<file path="config.mk">
export PLATFORM = sky130hd
export DESIGN_NAME = psfs_fifo
export DESIGN_NICKNAME = d
export VERILOG_FILES = /design/src/rtl/core/psfs_pkg.sv /design/src/rtl/core/psfs_fifo.sv
export SDC_FILE = /design/constraint.sdc
export NUM_CORES = 1
export LEC_CHECK = 0
export ABC_AREA = 1
export BUFFER_PORTS_ARGS = -buffer_cell sky130_fd_sc_hd__buf_4
export CAP_MARGIN = 25
export CORE_UTILIZATION = 56
export CTS_BUF_LIST = sky130_fd_sc_hd__clkbuf_16
export CTS_CLUSTER_DIAMETER = 200
export CTS_CLUSTER_SIZE = 10
export DETAILED_ROUTE_END_ITERATION = 16
export PLACE_DENSITY = 0.85
export SKIP_CTS_REPAIR_TIMING = 1
export SLEW_MARGIN = 10
export SYNTH_ARGS = -nofsm -noshare
export SYNTH_HDL_FRONTEND = slang
export SYNTH_SLANG_ARGS = --single-unit
export TNS_END_PERCENT = 100
</file>
<file path="constraint.sdc">
create_clock -name clk -period 14.2 [get_ports clk]
set_clock_uncertainty 0.05 [all_clocks]
set_input_delay 2.13 -clock clk [delete_from_list [all_inputs] [get_ports clk]]
set_output_delay 2.13 -clock clk [all_outputs]
set_load 0.01 [all_outputs]
</file>
<file path="src/rtl/core/psfs_pkg.sv">
package psfs_pkg;

	localparam int TABLE_ENTRIES_DEF = 32;
	localparam int TABLE_ENTRIES_MAX = 256;
	localparam int IDX_MAX_W = 8;
	localparam int FILL_MAX_W = 9;
	localparam int QUEUE_DEPTH = 2;

	typedef enum logic [1:0] {
		CMD_ARRIVAL = 2'd0,
		CMD_QUERY   = 2'd1,
		CMD_TOTALS  = 2'd2,
		CMD_CLEAR   = 2'd3
	} cmd_t;

	typedef enum logic [1:0] {
		KIND_HEAD = 2'd0,
		KIND_BODY = 2'd1,
		KIND_TAIL = 2'd2
	} kind_t;

	typedef enum logic [1:0] {
		STAT_DONE   = 2'd0,
		STAT_WARMUP = 2'd1,
		STAT_FULL   = 2'd2,
		STAT_MISS   = 2'd3
	} status_t;

	typedef enum logic [2:0] {
		OP_REPORT = 3'd0,
		OP_NEW    = 3'd1,
		OP_UPDATE = 3'd2,
		OP_QUERY  = 3'd3,
		OP_TOTALS = 3'd4
	} op_t;

	typedef enum logic [3:0] {
		S_IDLE  = 4'b0001,
		S_APPLY = 4'b0010,
		S_SUM   = 4'b0100,
		S_EMIT  = 4'b1000
	} state_t;

	typedef struct packed {
		logic [31:0] packets;
		logic [31:0] tails;
		logic [31:0] flits;
		logic [47:0] delay_sum;
		logic [47:0] net_delay_sum;
		logic [31:0] max_delay;
		logic [31:0] last_time;
	} stats_t;

	typedef struct packed {
		op_t                   op;
		status_t               status;
		logic [IDX_MAX_W-1:0]  idx;
		logic [FILL_MAX_W-1:0] fill;
		logic                  head;
		logic                  tail;
		logic [31:0]           delay;
		logic [31:0]           net_delay;
		logic [31:0]           last_time;
	} item_t;

	typedef struct packed {
		status_t               status;
		stats_t                stats;
		logic [FILL_MAX_W-1:0] fill;
	} result_t;

	function automatic logic [31:0] sat32(input logic [31:0] a, input logic [31:0] b);
		logic [32:0] s;
		s = {1'b0, a} + {1'b0, b};
		return s[32] ? 32'hFFFF_FFFF : s[31:0];
	endfunction

	function automatic logic [47:0] sat48(input logic [47:0] a, input logic [47:0] b);
		logic [48:0] s;
		s = {1'b0, a} + {1'b0, b};
		return s[48] ? 48'hFFFF_FFFF_FFFF : s[47:0];
	endfunction

	function automatic logic [31:0] max32(input logic [31:0] a, input logic [31:0] b);
		return (b > a) ? b : a;
	endfunction

	function automatic stats_t apply_flit(input stats_t r, input item_t it);
		stats_t u;
		u = r;
		if (it.head) begin
			u.packets = sat32(r.packets, 32'd1);
			u.delay_sum = sat48(r.delay_sum, {16'd0, it.delay});
			u.net_delay_sum = sat48(r.net_delay_sum, {16'd0, it.net_delay});
			u.max_delay = max32(r.max_delay, it.delay);
		end
		if (it.tail) begin
			u.tails = sat32(r.tails, 32'd1);
		end
		u.flits = sat32(r.flits, 32'd1);
		u.last_time = it.last_time;
		return u;
	endfunction

	function automatic stats_t accumulate(input stats_t a, input stats_t r);
		stats_t u;
		u.packets = sat32(a.packets, r.packets);
		u.tails = sat32(a.tails, r.tails);
		u.flits = sat32(a.flits, r.flits);
		u.delay_sum = sat48(a.delay_sum, r.delay_sum);
		u.net_delay_sum = sat48(a.net_delay_sum, r.net_delay_sum);
		u.max_delay = max32(a.max_delay, r.max_delay);
		u.last_time = max32(a.last_time, r.last_time);
		return u;
	endfunction

endpackage

</file>
<file path="src/rtl/core/psfs_fifo.sv">
module psfs_fifo #(
	parameter int DEPTH = psfs_pkg::QUEUE_DEPTH
) (
	input  logic            clk,
	input  logic            arst_n,
	input  logic            push,
	input  psfs_pkg::item_t push_item,
	output logic            full,
	input  logic            pop,
	output psfs_pkg::item_t head_item,
	output logic            empty
);
	localparam int PTR_W = (DEPTH > 1) ? $clog2(DEPTH) : 1;
	localparam int CNT_W = $clog2(DEPTH + 1);

	psfs_pkg::item_t   slot_q [DEPTH];
	logic [PTR_W-1:0]  wr_ptr_q;
	logic [PTR_W-1:0]  rd_ptr_q;
	logic [CNT_W-1:0]  count_q;

	assign full = (count_q == CNT_W'(DEPTH));
	assign empty = (count_q == '0);
	assign head_item = slot_q[rd_ptr_q];

	always_ff @(posedge clk) begin
		if (push) begin
			slot_q[wr_ptr_q] <= push_item;
		end
	end

	always_ff @(posedge clk or negedge arst_n) begin
		if (!arst_n) begin
			wr_ptr_q <= '0;
			rd_ptr_q <= '0;
			count_q <= '0;
		end else begin
			if (push) begin
				wr_ptr_q <= (wr_ptr_q == PTR_W'(DEPTH - 1)) ? '0 : wr_ptr_q + 1'b1;
			end
			if (pop) begin
				rd_ptr_q <= (rd_ptr_q == PTR_W'(DEPTH - 1)) ? '0 : rd_ptr_q + 1'b1;
			end
			if (push && !pop) begin
				count_q <= count_q + 1'b1;
			end else if (pop && !push) begin
				count_q <= count_q - 1'b1;
			end
		end
	end
endmodule

</file>
==> impl_metrics.yaml <==
floorplanning:
  start_util_pct: 57.8
  io_pins: 246
  die_h_um: 128
  core_um2: 15400
  num_rows: 45
  die_area_um2: 16400
  die_x_um: 128
logic_synthesis:
  avgSynthCellArea_um2: 22.3
  async_flop_share_pct: 1.64
  seq_area_frac_synth_pct: 82.2
  synth_edf_count: 240
  synth.distinct_cells: 14
  synth_ff_type: "edfxtp_1"
  syn-num-nets: 523
  ys_ff_latch: 244
  ys_top_cells_by_count: "240 x edfxtp_1, 120 x mux2_2, 9 x buf_6"
  syn_inst: 398
  yosys.cell_count.top_type: "edfxtp_1"
  synthesis.area_um2: 8890
  yosys-top-cells-area: "edfxtp_1 81%, mux2_2 15%, buf_6 1.1%, dfrtp_1 1.1%, inv_1 0.30%"
  yosys.area.top_type: "edfxtp_1"
  synth.top_cell.area_share_pct: 81.1
  yosys_warnings: 0
placed_design:
  place.gp.congestion: 0.723
  pre_cts_slack_ps: 9660
  io_buffers: 245
  place_area_um2: 10900
  dp_hpwl_mm: 11.0
detailed_routing:
  num_vias: 4567
  firstDrtPassIters: 4
  drtIter0Drc: 238
  drc: 0
  viasPerCell: 5.15
  routed_wire_length_per_instance_um: 19.0
  drtAntennaViolNets: 0
  wirelength_mm: 16.8
status:
  status: "finished clean"
worst_setup_path:
  crit_required_ps: 12020
  reg2reg_to: "slot_q[1][77]$_DFFE_PP_"
  endpoint_kind: "output pin"
  worstRegToRegCells: 3
  worstSetupStartpointType: "register"
  path_cells: "buf_4, mux2_2, buf_4"
  worstSetupStartpoint: "rd_ptr_q$_DFFE_PN0P_"
  crit_top_cell: "buf_4"
  crit_type: "register to output pin"
  critPathMaxStageDelay_ps: 900
  ff2ff_setup_slack_ps: 11810
  cp_slowest_cell: "dfrtp_4"
  crit_fanout: 67
  cp.arrival_ps: 2900
  r2r_start: "wr_ptr_q$_DFFE_PN0P_"
clock_network:
  clk-insertion-delay-late_ps: 510
  h-tree-depth: 1
  clk_pin_slew_ps: 60
  clock-root-buffer: "clkbuf_16"
  cts_made_buffers: 28
  clock_sink_count: 244
  cts_buffer_depth: 3
  cts_tree: "yes"
timing:
  hold_ws_ps: 481
  fin_crit_sh_pct: 35.8
  finalSetupViolCount: 0
  slew_headroom_pct: 38.6
  setup-tns-final_ps: 0
  slew_violations: 0
  rsz0062_at_grt: "no"
  setup_slack_ps: 9120
  timing.fmax_ghz: 0.197
  worst_slew_pin_slew_ps: 922
  period_needed_ps: 5080
  finalHoldViolCount: 0
flow_run:
  drv_cap: 0
grt:
  overflow: 0
  grt_start_max_net_pins: 68
  antenna_found_initial: 0
  grt_pass1_wl_mm: 25.0
  grt_use_total_pct: 20.3
  grt_pass1_vias: 4964
power:
  p_leak_nw: 4.46
  p_sw_mw: 0.627
  p_clk_share_pct: 26.4
  p_per_area_nw_per_um2: 197
  combPwrFrac_pct: 29.2
  seqPwrFrac_pct: 44.4
  intPower_mw: 1.68
  peakVddDrop_mv: 0.151
  netSwitchingFraction_pct: 27.2
finish:
  final_util_pct: 76.1
  num-fill-cells: 900
  nets: 789
  drive_above_1_share_pct: 59.6
  syn_to_final_growth_pct: 31.5
  finalInstanceArea_um2: 11700
min_path:
  min_from: "count_q[1]$_DFFE_PN0P_"
  hp-class: "register to register"
  worstHoldPathCells: 2
  worstHoldEndpoint: "count_q[1]$_DFFE_PN0P_"
## placed cells by master (no fill, tap or decap), types with 2 or more instances in the layout
cell type / synthesis / routed
buf_4: 1 / 249
edfxtp_1: 240 / 240
mux2_2: 120 / 120
clkbuf_16: 0 / 29
inv_1: 7 / 17
nand2_1: 5 / 5
dfrtp_1: 4 / 3
nor2_1: 3 / 2
xor2_1: 2 / 2
## layout make-up
cell class                      count  area (µm²)  area share, %
Sequential cell                   244        7310           62.5
Timing Repair Buffer              249        1870           16.0
Multi-Input combinational cell    134        1440           12.3
Clock buffer                       29         726           6.21
Tap cell                          211         264           2.26
Clock inverter                     12        50.0          0.428
Inverter                            7        28.8          0.246
Antenna cell                        1        2.50         0.0214
## routing by layer
metal  share of wire, %  vias to the layer above  track usage, %
met2                 52                      195            35.4
met1                 36                     2228            23.0
met3                9.1                       40            7.14
met5                  0                        -               0
li1                   -                     2104               -
met4                3.4                        0            7.61
## state kept, by name, summed over array words and instances (netlist names)
| signal | cells |
|---|---|
| rd_ptr_q | 1 |
| slot_q | 240 |
| wr_ptr_q | 1 |
| count_q | 2 |
## cell families after synthesis
group | after synthesis | synth area share (%)
flops | 244 | 82.2
fa+ha+maj | 1 | 0.141
mux | 120 | 15.2
buf+inv | 20 | 1.69
xor+xnor | 3 | 0.296
simple gates | 10 | 0.465
## power by group through the flow
| stage | Sequential, mW | Clock, mW | Combinational, mW |
|---|---|---|---|
| 2_1_floorplan | 1.01 | 0 | 0.411 |
| 3_3_place_gp | 1.03 | 0 | 0.666 |
| 3_5_place_dp | 1.04 | 0 | 0.677 |
| 4_1_cts | 1.02 | 0.623 | 0.683 |
| 5_1_grt | 1.04 | 0.649 | 0.718 |
| 6_report | 1.02 | 0.608 | 0.673 |
## how the worst max path moves through the flow
stage | endpoint | slack [ps] | cells after the start
after global placement | head_item[64] | 9690 | 3
after CTS | head_item[64] | 9100 | 3
after global routing | head_item[108] | 8960 | 3
after detailed placement | head_item[64] | 9660 | 3
final | head_item[113] | 9120 | 3
after floorplan | slot_q[0][0]$_DFFE_PP_ | 6360 | 2
## metrics by stage
stage	instances	power (mW)
final	887	2.30
after global routing	886	2.40
after CTS	886	2.33
after detailed placement	845	1.71
after global placement	845	1.69
after floorplan	398	1.42
## critical path, delay by kind of cell (launching register included)
family,cells,cell delay (ps)
buffers and inverters,2,950
flip-flops,1,900
multiplexers,1,430
No activity file was read; power rests on OpenSTA's default activity.
