===== src/rtl/core/psfs_pkg.sv =====
package psfs_pkg;

	localparam int TABLE_ENTRIES_DEF = 32;
	localparam int TABLE_ENTRIES_MAX = 256;
	localparam int IDX_MAX_W = 8;
	localparam int FILL_MAX_W = 9;
	localparam int QUEUE_DEPTH = 2;

	typedef enum logic [1:0] {
		CMD_ARRIVAL = 2'd0,
		CMD_QUERY   = 2'd1,
		CMD_TOTALS  = 2'd2,
		CMD_CLEAR   = 2'd3
	} cmd_t;

	typedef enum logic [1:0] {
		KIND_HEAD = 2'd0,
		KIND_BODY = 2'd1,
		KIND_TAIL = 2'd2
	} kind_t;

	typedef enum logic [1:0] {
		STAT_DONE   = 2'd0,
		STAT_WARMUP = 2'd1,
		STAT_FULL   = 2'd2,
		STAT_MISS   = 2'd3
	} status_t;

	typedef enum logic [2:0] {
		OP_REPORT = 3'd0,
		OP_NEW    = 3'd1,
		OP_UPDATE = 3'd2,
		OP_QUERY  = 3'd3,
		OP_TOTALS = 3'd4
	} op_t;

	typedef enum logic [3:0] {
		S_IDLE  = 4'b0001,
		S_APPLY = 4'b0010,
		S_SUM   = 4'b0100,
		S_EMIT  = 4'b1000
	} state_t;

	typedef struct packed {
		logic [31:0] packets;
		logic [31:0] tails;
		logic [31:0] flits;
		logic [47:0] delay_sum;
		logic [47:0] net_delay_sum;
		logic [31:0] max_delay;
		logic [31:0] last_time;
	} stats_t;

	typedef struct packed {
		op_t                   op;
		status_t               status;
		logic [IDX_MAX_W-1:0]  idx;
		logic [FILL_MAX_W-1:0] fill;
		logic                  head;
		logic                  tail;
		logic [31:0]           delay;
		logic [31:0]           net_delay;
		logic [31:0]           last_time;
	} item_t;

	typedef struct packed {
		status_t               status;
		stats_t                stats;
		logic [FILL_MAX_W-1:0] fill;
	} result_t;

	function automatic logic [31:0] sat32(input logic [31:0] a, input logic [31:0] b);
		logic [32:0] s;
		s = {1'b0, a} + {1'b0, b};
		return s[32] ? 32'hFFFF_FFFF : s[31:0];
	endfunction

	function automatic logic [47:0] sat48(input logic [47:0] a, input logic [47:0] b);
		logic [48:0] s;
		s = {1'b0, a} + {1'b0, b};
		return s[48] ? 48'hFFFF_FFFF_FFFF : s[47:0];
	endfunction

	function automatic logic [31:0] max32(input logic [31:0] a, input logic [31:0] b);
		return (b > a) ? b : a;
	endfunction

	function automatic stats_t apply_flit(input stats_t r, input item_t it);
		stats_t u;
		u = r;
		if (it.head) begin
			u.packets = sat32(r.packets, 32'd1);
			u.delay_sum = sat48(r.delay_sum, {16'd0, it.delay});
			u.net_delay_sum = sat48(r.net_delay_sum, {16'd0, it.net_delay});
			u.max_delay = max32(r.max_delay, it.delay);
		end
		if (it.tail) begin
			u.tails = sat32(r.tails, 32'd1);
		end
		u.flits = sat32(r.flits, 32'd1);
		u.last_time = it.last_time;
		return u;
	endfunction

	function automatic stats_t accumulate(input stats_t a, input stats_t r);
		stats_t u;
		u.packets = sat32(a.packets, r.packets);
		u.tails = sat32(a.tails, r.tails);
		u.flits = sat32(a.flits, r.flits);
		u.delay_sum = sat48(a.delay_sum, r.delay_sum);
		u.net_delay_sum = sat48(a.net_delay_sum, r.net_delay_sum);
		u.max_delay = max32(a.max_delay, r.max_delay);
		u.last_time = max32(a.last_time, r.last_time);
		return u;
	endfunction

endpackage


===== src/rtl/core/psfs_in_if.sv =====
interface psfs_in_if;
	logic        valid;
	logic        ready;
	logic [1:0]  command;
	logic [31:0] arrive_cycle;
	logic [7:0]  source_id;
	logic [1:0]  flit_kind;
	logic [31:0] inject_stamp;
	logic [31:0] network_stamp;

	modport source(output valid, command, arrive_cycle, source_id, flit_kind,
		inject_stamp, network_stamp, input ready);
	modport sink(input valid, command, arrive_cycle, source_id, flit_kind,
		inject_stamp, network_stamp, output ready);
endinterface


===== src/rtl/core/psfs_front.sv =====
module psfs_front #(
	parameter int TABLE_ENTRIES = psfs_pkg::TABLE_ENTRIES_DEF
) (
	input  logic            clk,
	input  logic            arst_n,
	psfs_in_if.sink         flit_in,
	input  logic [31:0]     warm_up_cycles,
	input  logic [31:0]     reset_offset,
	input  logic            queue_full,
	output logic            push,
	output psfs_pkg::item_t push_item
);
	localparam int IDX_W = (TABLE_ENTRIES > 1) ? $clog2(TABLE_ENTRIES) : 1;
	localparam int FILL_W = $clog2(TABLE_ENTRIES + 1);

	logic [7:0]        tag_q [TABLE_ENTRIES];
	logic [TABLE_ENTRIES-1:0] valid_q;
	logic [FILL_W-1:0] fill_q;

	logic              hit;
	logic [IDX_W-1:0]  hit_idx;
	logic              in_warmup;
	logic              has_room;
	logic              alloc;
	logic              clear;
	logic [FILL_W-1:0] fill_next;

	always_comb begin
		hit = 1'b0;
		hit_idx = '0;
		for (int k = TABLE_ENTRIES - 1; k >= 0; k--) begin
			if (valid_q[k] && tag_q[k] == flit_in.source_id) begin
				hit = 1'b1;
				hit_idx = IDX_W'(k);
			end
		end
	end

	assign in_warmup = {1'b0, flit_in.arrive_cycle} <
		({1'b0, reset_offset} + {1'b0, warm_up_cycles});
	assign has_room = fill_q < FILL_W'(TABLE_ENTRIES);
	assign flit_in.ready = !queue_full;
	assign push = flit_in.valid && !queue_full;

	always_comb begin
		push_item = '0;
		push_item.op = psfs_pkg::OP_REPORT;
		push_item.status = psfs_pkg::STAT_DONE;
		push_item.idx = psfs_pkg::IDX_MAX_W'(hit_idx);
		push_item.head = (psfs_pkg::kind_t'(flit_in.flit_kind) == psfs_pkg::KIND_HEAD);
		push_item.tail = (psfs_pkg::kind_t'(flit_in.flit_kind) == psfs_pkg::KIND_TAIL);
		push_item.delay = (flit_in.arrive_cycle >= flit_in.inject_stamp) ?
			flit_in.arrive_cycle - flit_in.inject_stamp : 32'd0;
		push_item.net_delay = (flit_in.arrive_cycle >= flit_in.network_stamp) ?
			flit_in.arrive_cycle - flit_in.network_stamp : 32'd0;
		push_item.last_time = flit_in.arrive_cycle - warm_up_cycles;
		alloc = 1'b0;
		clear = 1'b0;
		case (psfs_pkg::cmd_t'(flit_in.command))
			psfs_pkg::CMD_ARRIVAL: begin
				if (in_warmup) begin
					push_item.status = psfs_pkg::STAT_WARMUP;
				end else if (hit) begin
					push_item.op = psfs_pkg::OP_UPDATE;
				end else if (has_room) begin
					push_item.op = psfs_pkg::OP_NEW;
					push_item.idx = psfs_pkg::IDX_MAX_W'(fill_q[IDX_W-1:0]);
					alloc = 1'b1;
				end else begin
					push_item.status = psfs_pkg::STAT_FULL;
				end
			end
			psfs_pkg::CMD_QUERY: begin
				if (hit) begin
					push_item.op = psfs_pkg::OP_QUERY;
				end else begin
					push_item.status = psfs_pkg::STAT_MISS;
				end
			end
			psfs_pkg::CMD_TOTALS: begin
				push_item.op = psfs_pkg::OP_TOTALS;
			end
			psfs_pkg::CMD_CLEAR: begin
				clear = 1'b1;
			end
			default: begin
				push_item.op = psfs_pkg::OP_REPORT;
			end
		endcase
		fill_next = clear ? '0 : (alloc ? fill_q + 1'b1 : fill_q);
		push_item.fill = psfs_pkg::FILL_MAX_W'(fill_next);
	end

	always_ff @(posedge clk) begin
		if (push && alloc) begin
			tag_q[fill_q[IDX_W-1:0]] <= flit_in.source_id;
		end
	end

	always_ff @(posedge clk or negedge arst_n) begin
		if (!arst_n) begin
			valid_q <= '0;
			fill_q <= '0;
		end else if (push) begin
			if (clear) begin
				valid_q <= '0;
			end else if (alloc) begin
				valid_q[fill_q[IDX_W-1:0]] <= 1'b1;
			end
			fill_q <= fill_next;
		end
	end
endmodule


===== src/flat_wrapper.sv =====
// flat-port wrapper written by rule: the top's interface ports become plain ports
module psfs_front_flat 
#(
	parameter int TABLE_ENTRIES = psfs_pkg::TABLE_ENTRIES_DEF
)
  (clk, arst_n, warm_up_cycles, reset_offset, queue_full, push, push_item, flit_in_valid, flit_in_command, flit_in_arrive_cycle, flit_in_source_id, flit_in_flit_kind, flit_in_inject_stamp, flit_in_network_stamp, flit_in_ready);
  psfs_in_if flit_in_i ();
  input  logic clk;
  input  logic arst_n;
  input  logic [31:0] warm_up_cycles;
  input  logic [31:0] reset_offset;
  input  logic queue_full;
  output logic push;
  output psfs_pkg::item_t push_item;
  input wire logic [$bits(flit_in_i.valid)-1:0] flit_in_valid;
  input wire logic [$bits(flit_in_i.command)-1:0] flit_in_command;
  input wire logic [$bits(flit_in_i.arrive_cycle)-1:0] flit_in_arrive_cycle;
  input wire logic [$bits(flit_in_i.source_id)-1:0] flit_in_source_id;
  input wire logic [$bits(flit_in_i.flit_kind)-1:0] flit_in_flit_kind;
  input wire logic [$bits(flit_in_i.inject_stamp)-1:0] flit_in_inject_stamp;
  input wire logic [$bits(flit_in_i.network_stamp)-1:0] flit_in_network_stamp;
  output wire logic [$bits(flit_in_i.ready)-1:0] flit_in_ready;
  assign flit_in_i.valid = flit_in_valid;
  assign flit_in_i.command = flit_in_command;
  assign flit_in_i.arrive_cycle = flit_in_arrive_cycle;
  assign flit_in_i.source_id = flit_in_source_id;
  assign flit_in_i.flit_kind = flit_in_flit_kind;
  assign flit_in_i.inject_stamp = flit_in_inject_stamp;
  assign flit_in_i.network_stamp = flit_in_network_stamp;
  assign flit_in_ready = flit_in_i.ready;
  psfs_front #(.TABLE_ENTRIES(TABLE_ENTRIES)) u_core (.clk(clk), .arst_n(arst_n), .flit_in(flit_in_i), .warm_up_cycles(warm_up_cycles), .reset_offset(reset_offset), .queue_full(queue_full), .push(push), .push_item(push_item));
endmodule

===== config.mk =====
export PLATFORM = sky130hd
export DESIGN_NAME = psfs_front_flat
export DESIGN_NICKNAME = d
export VERILOG_FILES = /design/src/rtl/core/psfs_pkg.sv /design/src/rtl/core/psfs_in_if.sv /design/src/rtl/core/psfs_front.sv /design/src/flat_wrapper.sv
export SDC_FILE = /design/constraint.sdc
export NUM_CORES = 1
export LEC_CHECK = 0
export BUFFER_PORTS_ARGS = -buffer_cell sky130_fd_sc_hd__buf_4
export CAP_MARGIN = 10
export CORE_MARGIN = 4
export CORE_UTILIZATION = 47
export DETAILED_ROUTE_END_ITERATION = 10
export PLACE_DENSITY = 0.65
export SYNTH_ARGS = -nofsm -noshare
export SYNTH_HDL_FRONTEND = slang
export SYNTH_SLANG_ARGS = --single-unit

===== constraint.sdc =====
create_clock -name clk -period 6.6 [get_ports clk]
set_input_delay 0.66 -clock clk [delete_from_list [all_inputs] [get_ports clk]]
set_output_delay 0.66 -clock clk [all_outputs]
set_load 0.005 [all_outputs]

==> flow_summary.toml <==
[outcome]
status = "completed"

[synthesis]
synth-seq-area-share = 0.420
synthAdderAreaFrac = 0.103
async_flop_share = 0.129
synthFlopType = "edfxtp_1"
synthXorXnorAreaFrac = 0.151
synth_top_family_by_area = "XOR/XNOR gates"
synth_compound_area_frac = 0.133
synthCells = 2013
muxShareOfSynthArea = 0.00146
synth.distinct_cells = 75
yosys.area_share.simple = 0.144
synth_edf_count = 256
syn_area_um2 = 20600
post_synth.cell_area_avg_um2 = 10.2
ys.warnings.count = 0
synth_seq_cells = 294

[placement]
port_buffers = 291
gp_congestion = 0.996
hpwl_mm = 47.4
placed_area_um2 = 23600
dp_cells = 2900

[pwr]
switchingPower_mw = 1.50
switching_share = 0.292
powerDensity_nw_per_um2 = 209
clockPowerShare = 0.314
combPwrFrac = 0.286
p_total_mw = 5.15
pwr-share-seq = 0.400
power.internal_mw = 3.64
leakagePower_nw = 10.2
ir_drop_uv = 269

[clocking]
clk-insertion-delay-late_ns = 0.56
clockBufferDepth = 3
root_buffer = "clkbuf_16"
clk_pin_slew_ns = 0.06
holdBufCountCts = 0
htree_levels = 1
cts_tree = "yes"
cts_buffers = 29
clock-sinks = 294

[setup_path]
cp_max_fo = 6
arrival_ns = 5.71
cp-start-kind = "primary input"
critical_path_class = "primary input to primary output"
cp.required_ns = 5.94
crit_path_end_kind = "primary output"

[detailed_routing]
drc = 0
vias = 16700
drtAntennaViolNets = 0
routedWlPerCell_um = 20.7
drtIter0Drc = 1207
routed_wl_mm = 61.4
firstDrtPassIters = 5
viasPerCell = 5.64

[floorplan]
die_h_um = 217
design.portCount = 298
die_area_um2 = 47100
fp.dieW_um = 217
core_um2 = 43200
initial_utilization = 0.476
rows = 76

[sta]
whs_ns = 0.124
finalMaxSlewViolations = 0
relSlewSlack = 0.202
worst_pin_slew_ns = 1.19
finalSetupViolCount = 0
fin_skew_ns = 0.0361
fin_crit_sh = 0.966
timing.fmax_ghz = 0.157
hold_viol = 0
final.min_clock_period_ns = 6.37

[finish]
final_cell_mix = "358 x buf_4, 256 x edfxtp_1, 220 x xnor2_1"
num-fill-cells = 3839
mostFrequentLayoutCell = "buf_4"
final_area_um2 = 24700
synthToLayoutAreaGrowth_pct = 20.0
final_cells = 2967
utilization = 0.571
regArea_um2 = 8640
multi_input_area_um2 = 11000
drive_above_1_share = 0.188
fin_nets = 2696

[grt]
grt_pass1_vias = 16600
grt_max_degree = 49
gr-total-overflow = 0
grt_pass1_wl_mm = 94.5
grt_use_total = 0.251
antenna_found_initial = 5

[hold_path]
hold_path_class = "primary input to asynchronous set/reset pin"

[run]
drv_cap = 0
-- synth_stat cells (all sizes together), types with 4 or more instances --
| master | n | area [um^2] |
|---|---|---|
| a2111oi | 5 | 43.8 |
| nor2 | 128 | 480 |
| o31a | 6 | 52.6 |
| o21ai | 73 | 365 |
| buf | 43 | 377 |
| nand4 | 48 | 300 |
| and3 | 19 | 119 |
| a21o | 50 | 375 |
| a211o | 5 | 43.8 |
| o211ai | 11 | 82.6 |
| nand3b | 4 | 30.0 |
| nand3 | 58 | 290 |
| nor2b | 23 | 144 |
| xnor2 | 220 | 1930 |
| a211oi | 23 | 173 |
| nor4 | 19 | 119 |
| a31oi | 6 | 37.5 |
| and4 | 6 | 52.6 |
| o21bai | 17 | 128 |
| a31o | 5 | 43.8 |
| dfrtp | 38 | 951 |
| fa | 4 | 80.1 |
| or2 | 8 | 50.1 |
| a21oi | 114 | 571 |
| edfxtp | 256 | 7690 |
| xor2 | 135 | 1180 |
| inv | 139 | 522 |
| ha | 162 | 2030 |
| or3 | 17 | 106 |
| or4 | 6 | 52.6 |
| nand2 | 89 | 334 |
| a21boi | 5 | 37.5 |
| clkbuf | 18 | 67.6 |
| and2 | 9 | 56.3 |
| o21a | 55 | 413 |
| nand2b | 28 | 175 |
| o31ai | 8 | 60.1 |
| nor3b | 4 | 30.0 |
| nor3 | 102 | 536 |
-- cells by family after synthesis --
| group | after synthesis |
|---|---|
| XOR/XNOR | 355 |
| other | 1 |
| flip-flops | 294 |
| AND/OR/NAND/NOR | 575 |
| buffers and inverters | 201 |
| multiplexers | 3 |
| AO/OA/AOI/OAI | 418 |
| adder cells (fa/ha/maj) | 166 |
-- state kept, by name, summed over array words and instances (netlist names) --
signal and cells:
u_core.tag_q 256, u_core.valid_q 32, u_core.fill_q 6
-- cell type report --
class	instances	area share
multi-input cells	1523	0.448
clock buffers	37	0.0314
clock inverters	17	0.00649
flip-flops and latches	294	0.350
diodes	5	0.000507
well taps	585	0.0297
repair buffers	366	0.113
inverters	140	0.0213
-- path summary, 6_finish.rpt --
kind | cells past startpoint | to | from | slack [ns]
max reg2reg | 11 | u_core.tag_q[8][3] | u_core.tag_q[29][5] | 2.21
min in group clk | 1 | u_core.valid_q[12] | u_core.valid_q[12] | 0.49
min | 1 | u_core.valid_q[28] | arst_n | 0.12
max in group asynchronous | 1 | u_core.valid_q[4] | arst_n | 6.00
max | 23 | push_item[102] | warm_up_cycles[15] | 0.23
min reg2reg | 1 | u_core.valid_q[12] | u_core.valid_q[12] | 0.49
-- metal layers --
layer  wire (um)  vias up  share of wire  track usage
li1            -     7970              -            -
met4        1530        2          0.025       0.0634
met1       26900     8094           0.44        0.342
met5           7        -        0.00011            0
met3        3970       96          0.065       0.0316
met2       29000      561           0.47        0.429
-- stage by stage --
| step | worst slack, ns | TNS (ns) |
|---|---|---|
| after floorplan | 0.387 | 0 |
| after global placement | -0.149 | -3.53 |
| after detailed placement | -0.281 | -33.29 |
| after CTS | 0.00249 | 0 |
| after global routing | -0.113 | -0.113 |
| final | 0.225 | 0 |
-- repair_timing --
action / CTS / global route
pin swaps: 1 / 7
gates cloned: 0 / 0
resized for setup: 5 / 15
hold endpoints to repair: 0 / 0
buffers inserted: 0 / 3
setup endpoints to repair: 13 / 22
-- power groups by stage --
stage | sequential, mW | clock (mW) | combinational, mW
after global placement | 2.09 | 0 | 1.42
after floorplan | 2.09 | 0 | 0.852
final | 2.06 | 1.62 | 1.47
after global routing | 2.06 | 1.73 | 1.62
after detailed placement | 2.10 | 0 | 1.45
after CTS | 2.06 | 1.65 | 1.46
-- worst max-delay path, stage by stage --
cell	delay [ns]
buf_4	0.12
ha_1	0.37
and3_1	0.20
o2bb2ai_1	0.14
a2111oi_1	0.44
a21oi_2	0.16
a211oi_2	0.28
buf_4	0.16
o31a_1	0.18
a21oi_1	0.10
o21ai_0	0.16
nand2b_1	0.09
xnor2_1	0.14
ha_1	0.20
or4_1	0.56
a211oi_2	0.35
a2111oi_2	0.14
a211oi_2	0.39
buf_4	0.24
nor3_1	0.08
or3_1	0.33
nand2_1	0.11
buf_4	0.12
Note: power is estimated with default switching activity, not from simulation.
